## src/hw/rtl/ted_pkg.sv

```systemverilog
`default_nettype none

package ted_pkg;

  // Verdict codes
  typedef enum logic [2:0] {
    EncUtf8Mark  = 3'd0,
    EncUtf16Le   = 3'd1,
    EncUtf16Be   = 3'd2,
    EncUtf8Plain = 3'd3,
    EncAnsi      = 3'd4
  } encoding_e;

  // Byte order mark bytes
  localparam logic [7:0] BomUtf8B0 = 8'hEF;
  localparam logic [7:0] BomUtf8B1 = 8'hBB;
  localparam logic [7:0] BomUtf8B2 = 8'hBF;
  localparam logic [7:0] BomFf     = 8'hFF;
  localparam logic [7:0] BomFe     = 8'hFE;

  // UTF-8 lead and continuation tags
  localparam logic [7:0] AsciiMax = 8'h7F;
  localparam logic [2:0] Lead2Tag = 3'h6;
  localparam logic [3:0] Lead3Tag = 4'hE;
  localparam logic [4:0] Lead4Tag = 5'h1E;
  localparam logic [1:0] ContTag  = 2'h2;

  // Head capture depth and mark lengths
  localparam logic [1:0] HeadFull    = 2'd3;
  localparam logic [1:0] MarkLenUtf8 = 2'd3;
  localparam logic [1:0] MarkLen16   = 2'd2;
  localparam logic [1:0] MarkLenNone = 2'd0;

  typedef struct packed {
    logic [7:0] byte_value;
    logic       has_byte;
    logic       last;
  } in_beat_t;

  typedef struct packed {
    encoding_e  encoding;
    logic [1:0] mark_length;
  } out_beat_t;

endpackage

`default_nettype wire

```

## src/hw/rtl/ted_scan.sv

```systemverilog
`default_nettype none

module ted_scan
  import ted_pkg::*;
(
  input  wire logic      clk_i,
  input  wire logic      rst_ni,
  input  wire logic      advance_i,
  input  wire in_beat_t  beat_i,
  output out_beat_t      verdict_o
);

  logic [2:0][7:0] head_bytes_q, head_bytes_d, head_bytes_upd;
  logic [1:0]      head_count_q, head_count_d, head_count_upd;
  logic [1:0]      pending_q, pending_d, pending_upd;
  logic            failed_q, failed_d, failed_upd;
  logic [7:0]      b;

  assign b = beat_i.byte_value;

  // Capture head bytes and run the UTF-8 check on one byte
  always_comb begin
    head_bytes_upd = head_bytes_q;
    head_count_upd = head_count_q;
    pending_upd    = pending_q;
    failed_upd     = failed_q;
    if (beat_i.has_byte) begin
      if (head_count_q != HeadFull) begin
        head_bytes_upd[head_count_q] = b;
        head_count_upd               = head_count_q + 2'd1;
      end
      if (!failed_q) begin
        if (pending_q != 2'd0) begin
          if (b[7:6] != ContTag) begin
            failed_upd = 1'b1;
          end else begin
            pending_upd = pending_q - 2'd1;
          end
        end else if (b <= AsciiMax) begin
          pending_upd = 2'd0;
        end else if (b[7:5] == Lead2Tag) begin
          pending_upd = 2'd1;
        end else if (b[7:4] == Lead3Tag) begin
          pending_upd = 2'd2;
        end else if (b[7:3] == Lead4Tag) begin
          pending_upd = 2'd3;
        end else begin
          failed_upd = 1'b1;
        end
      end
    end
  end

  // Decide the verdict from the updated state
  always_comb begin
    if (head_count_upd == HeadFull && head_bytes_upd[0] == BomUtf8B0 &&
        head_bytes_upd[1] == BomUtf8B1 && head_bytes_upd[2] == BomUtf8B2) begin
      verdict_o.encoding    = EncUtf8Mark;
      verdict_o.mark_length = MarkLenUtf8;
    end else if (head_count_upd >= 2'd2 && head_bytes_upd[0] == BomFf &&
                 head_bytes_upd[1] == BomFe) begin
      verdict_o.encoding    = EncUtf16Le;
      verdict_o.mark_length = MarkLen16;
    end else if (head_count_upd >= 2'd2 && head_bytes_upd[0] == BomFe &&
                 head_bytes_upd[1] == BomFf) begin
      verdict_o.encoding    = EncUtf16Be;
      verdict_o.mark_length = MarkLen16;
    end else if (head_count_upd != 2'd0 && !failed_upd && pending_upd == 2'd0) begin
      verdict_o.encoding    = EncUtf8Plain;
      verdict_o.mark_length = MarkLenNone;
    end else begin
      verdict_o.encoding    = EncAnsi;
      verdict_o.mark_length = MarkLenNone;
    end
  end

  // Clear everything after the last beat so the next file starts fresh
  always_comb begin
    if (beat_i.last) begin
      head_bytes_d = '0;
      head_count_d = '0;
      pending_d    = '0;
      failed_d     = 1'b0;
    end else begin
      head_bytes_d = head_bytes_upd;
      head_count_d = head_count_upd;
      pending_d    = pending_upd;
      failed_d     = failed_upd;
    end
  end

  always_ff @(posedge clk_i or negedge rst_ni) begin
    if (!rst_ni) begin
      head_bytes_q <= '0;
      head_count_q <= '0;
      pending_q    <= '0;
      failed_q     <= 1'b0;
    end else if (advance_i) begin
      head_bytes_q <= head_bytes_d;
      head_count_q <= head_count_d;
      pending_q    <= pending_d;
      failed_q     <= failed_d;
    end
  end

endmodule

`default_nettype wire

```

## src/hw/rtl/text_encoding_detector.sv

```systemverilog
`default_nettype none

// Encoding detector for one file streamed a byte per beat. The block takes one
// beat every cycle while in_ready_o is high; a beat lands in an input
// register, is scanned in the next cycle, and a last beat's verdict is
// registered onto out_o. in_ready_o drops only while a verdict sits unaccepted
// in the output register and another last beat waits behind it in the input
// register; beats that are not last keep flowing under a stalled verdict.
// Detection state clears itself after each verdict, so files may follow each
// other back to back. A beat with has_byte low and last low is dropped.
module text_encoding_detector
  import ted_pkg::*;
(
  input  wire logic      clk_i,
  input  wire logic      rst_ni,
  input  wire logic      in_valid_i,
  output logic           in_ready_o,
  input  wire in_beat_t  in_i,
  output logic           out_valid_o,
  input  wire logic      out_ready_i,
  output out_beat_t      out_o
);

  logic      in_valid_q;
  in_beat_t  in_q;
  logic      out_valid_q;
  out_beat_t out_q;
  out_beat_t verdict;
  logic      advance;
  logic      emit;

  // Advance the held beat unless it is a verdict blocked by the output
  assign advance    = in_valid_q && (!in_q.last || !out_valid_q || out_ready_i);
  assign emit       = advance && in_q.last;
  assign in_ready_o = !in_valid_q || advance;

  ted_scan u_scan (
    .clk_i     (clk_i),
    .rst_ni    (rst_ni),
    .advance_i (advance),
    .beat_i    (in_q),
    .verdict_o (verdict)
  );

  // Track valid flags of input and output stages
  always_ff @(posedge clk_i or negedge rst_ni) begin
    if (!rst_ni) begin
      in_valid_q  <= 1'b0;
      out_valid_q <= 1'b0;
    end else begin
      if (in_ready_o) begin
        in_valid_q <= in_valid_i;
      end
      if (emit) begin
        out_valid_q <= 1'b1;
      end else if (out_ready_i) begin
        out_valid_q <= 1'b0;
      end
    end
  end

  // Load payload registers
  always_ff @(posedge clk_i) begin
    if (in_valid_i && in_ready_o) begin
      in_q <= in_i;
    end
    if (emit) begin
      out_q <= verdict;
    end
  end

  assign out_valid_o = out_valid_q;
  assign out_o       = out_q;

endmodule

`default_nettype wire

```

## config.mk

```make
export PLATFORM = sky130hd
export DESIGN_NAME = text_encoding_detector
export DESIGN_NICKNAME = d
export VERILOG_FILES = /design/src/hw/rtl/ted_pkg.sv /design/src/hw/rtl/ted_scan.sv /design/src/hw/rtl/text_encoding_detector.sv
export SDC_FILE = /design/constraint.sdc
export NUM_CORES = 1
export LEC_CHECK = 0
export BUFFER_PORTS_ARGS = -buffer_cell sky130_fd_sc_hd__clkbuf_2
export CAP_MARGIN = 20
export CORE_MARGIN = 2
export CORE_UTILIZATION = 44
export CTS_CLUSTER_DIAMETER = 40
export DETAILED_ROUTE_END_ITERATION = 10
export SKIP_CTS_REPAIR_TIMING = 1
export SYNTH_ARGS = -nofsm -noshare
export SYNTH_HDL_FRONTEND = slang
export SYNTH_HIERARCHICAL = 1
export SYNTH_SLANG_ARGS = --single-unit
```

## constraint.sdc

```tcl
create_clock -name clk_i -period 2.1 [get_ports clk_i]
set_input_delay 0.315 -clock clk_i [delete_from_list [all_inputs] [get_ports clk_i]]
set_output_delay 0.315 -clock clk_i [all_outputs]
set_load 0.02 [all_outputs]
```

==> results.ini <==
[sta]
setup_viol=0
clock_skew_ps=9.14
slew_headroom_pct=48.0
slew_violations=0
setup-tns-final_ps=0
min_period_ps=1990
fmax_mhz=502
finalHoldViolCount=0
finalCritPeriodShare_pct=94.8
max_slew.worst_pin.slew_ps=780
rsz0062_at_grt=no
holdWs_ps=79.2
setup_slack_ps=109

[global_route]
grt_use_total_pct=20.7
grt-ovfl-total=0
grt_max_degree=32
grt_pass1_vias=1802
antenna_found_initial=0
grt_pass1_wl_microns=9500

[synth]
yosys_register_bits=46
syn_avg_cell_area_sq_um=11.2
yosysSeqAreaShare_pct=52.6
synth_warnings=6
netlist_area_sq_um=2330
synthCells=208
synth_edf_count=15
ys_types=53
async_flop_share_pct=67.4
synth_fp_nets=223
ys.flop_type=dfrtp_1

[worst_setup_path]
critical_path.max_fanout=6
reg2reg_depth=6
worstPathArrival_ps=2060
start_kind=flop
path_cells=nor3b_4 -> buf_4 -> mux2i_1 -> and4bb_1 -> and3_1 -> or2_1
cp-end-kind=flop
critPathKind=flop to flop
critPathSlowestCell=dfrtp_2
cpPeakStageDelay_ps=470
required_ps=2160

[route]
routed_wl_microns=5730
drtIter0Drc=143
num_vias=1827
vias_per_cell=5.91
firstDrtPassIters=4
avgRoutedWirePerCell_microns=18.5
drc_errors=0
final_antenna_net_count=0

[cells_and_area]
syn2layout_area_growth_pct=15.5
final_area_sq_um=2690
drive_gt1_share_pct=20.9
final_nets=253
fillerInstances=462
stdcell_count=309
insertedDiodeCount=0

[clock_tree]
numClockSinks=46
tritoncts=yes
cts_max_path_buffers=2
cts.reportedPaths.clkPinSlew_ps=90
insertion_delay_ps=300
cts-root-buf=clkbuf_8
cts_inserted_buffers=5
cts_htree_levels=2

[pwr]
powerDensity_nw_per_um2=817
p_leak_nw=1.18
irDropWorstVdd_uv=322

[floorplanning]
num_io_pins=21
dieArea_sq_um=5900
die_x_microns=76.8
initial_core_util_pct=45.7
core_area_sq_um=5110
rows=26
die_h_microns=76.8

[placement]
io_buffers=20
dpl.cell_count=300
gp_routability_congestion=0.918
dpl_cell_area_sq_um=2560
pre_cts_slack_ps=126
dp_hpwl_microns=4140

[run_status]
outcome=complete, no violations

[worst_hold_path]
hold_path.class=input port to asynchronous set/reset pin

[job]
maxCapViolCount=0

registers in the layout (all words and copies together) (netlist names):
name and count:
in_valid_q 1, in_q 10, u_scan/pending_q 2, u_scan/failed_q 1, u_scan/head_bytes_q 24, u_scan/head_count_q 2, out_o 5, out_valid_o 1
area by class of cell:
type / instances / area, sq um / area share, %
clock buffers: 6 / 72.6 / 2.69
repair buffers: 32 / 190 / 7.06
multi-input cells: 145 / 1050 / 38.9
inverters: 8 / 30.0 / 1.11
clock inverters: 2 / 37.5 / 1.39
well taps: 70 / 87.6 / 3.25
flip-flops and latches: 46 / 1230 / 45.6
metal layers:
layer  wire (microns)  share of wire (%)  vias to the layer above  global-route usage (%)
met1             2570                 45                      888                    28.9
li1                 -                  -                      852                       -
met3              304                5.3                       12                    4.12
met4              131                2.3                        0                    8.73
met2             2720                 48                       75                    31.3
met5                0                  0                        -                       0
power breakdown:
part	switching, mW	total, mW	leakage, nW	internal [mW]
clock	0.294	0.649	0.0514	0.355
combinational	0.247	0.450	0.567	0.204
sequential	0.0841	1.10	0.563	1.02
path summary, 6_finish.rpt:
check,from,end,slack [ps]
setup / recovery,u_scan/head_count_q[0],out_o[1],110
hold / removal,rst_ni,u_scan/head_bytes_q[9],80
setup reg to reg,u_scan/head_count_q[0],out_o[1],110
hold reg to reg,u_scan/head_bytes_q[22],u_scan/head_bytes_q[22],490
max in group asynchronous,rst_ni,u_scan/head_count_q[0],1480
min in group clk_i,in_i[7],in_q[7],190
synthesized netlist by cell type (2+ instances only):
| library cell | instances | area (sq um) |
|---|---|---|
| and3b_1 | 3 | 26.3 |
| nand4_1 | 6 | 37.5 |
| mux2i_1 | 11 | 110 |
| inv_1 | 7 | 26.3 |
| nand2_1 | 17 | 63.8 |
| nand3_1 | 3 | 15.0 |
| nor2_1 | 13 | 48.8 |
| a32o_1 | 8 | 80.1 |
| dfrtp_1 | 31 | 776 |
| o21ai_0 | 9 | 45.0 |
| and2_1 | 2 | 12.5 |
| o21ai_1 | 2 | 10.0 |
| o21bai_1 | 3 | 22.5 |
| clkbuf_1 | 6 | 22.5 |
| a31oi_1 | 2 | 12.5 |
| nand2b_1 | 2 | 12.5 |
| edfxtp_1 | 15 | 450 |
| nor2b_1 | 9 | 56.3 |
| o2bb2ai_1 | 5 | 43.8 |
| and4b_1 | 2 | 20.0 |
| a22o_1 | 10 | 87.6 |
| a21oi_1 | 6 | 30.0 |
| and3_1 | 5 | 31.3 |
| o22ai_1 | 2 | 12.5 |
through the flow:
| step | total power [mW] | utilization (%) |
|---|---|---|
| after floorplan | 1.40 | - |
| after global routing | 2.32 | 52.7 |
| after CTS | 2.20 | 52.2 |
| after global placement | 1.54 | 50.0 |
| after detailed placement | 1.55 | 50.0 |
| final | 2.20 | 52.7 |
worst max-delay path: cells and delay by family, from the launching register on:
family                 cells  cell delay [ps]
flip-flops                 1              470
AND/OR/NAND/NOR            4              970
multiplexers               1              160
buffers and inverters      1              170
cells in the final DEF, fill, tap and decap left out, types with 5 or more instances in the layout:
cell | Yosys | routed
a22o_1 | 10 | 10
nor2b_1 | 9 | 9
o2bb2ai_1 | 5 | 5
nand2_1 | 17 | 17
a21oi_1 | 6 | 6
dfrtp_1 | 31 | 30
o21ai_0 | 9 | 9
clkbuf_2 | 0 | 20
and3_1 | 5 | 5
inv_1 | 7 | 7
a32o_1 | 8 | 8
nor2_1 | 13 | 12
nand4_1 | 6 | 6
clkbuf_8 | 0 | 5
buf_4 | 1 | 12
edfxtp_1 | 15 | 15
mux2i_1 | 11 | 11
logic make-up after synthesis:
family,synth area share (%)
fa+ha+maj,0.536
mux,4.72
buf+inv,3.27
simple gates,18.6
flops,52.6
compound gates,20.3
(Power assumes the default switching activity.)
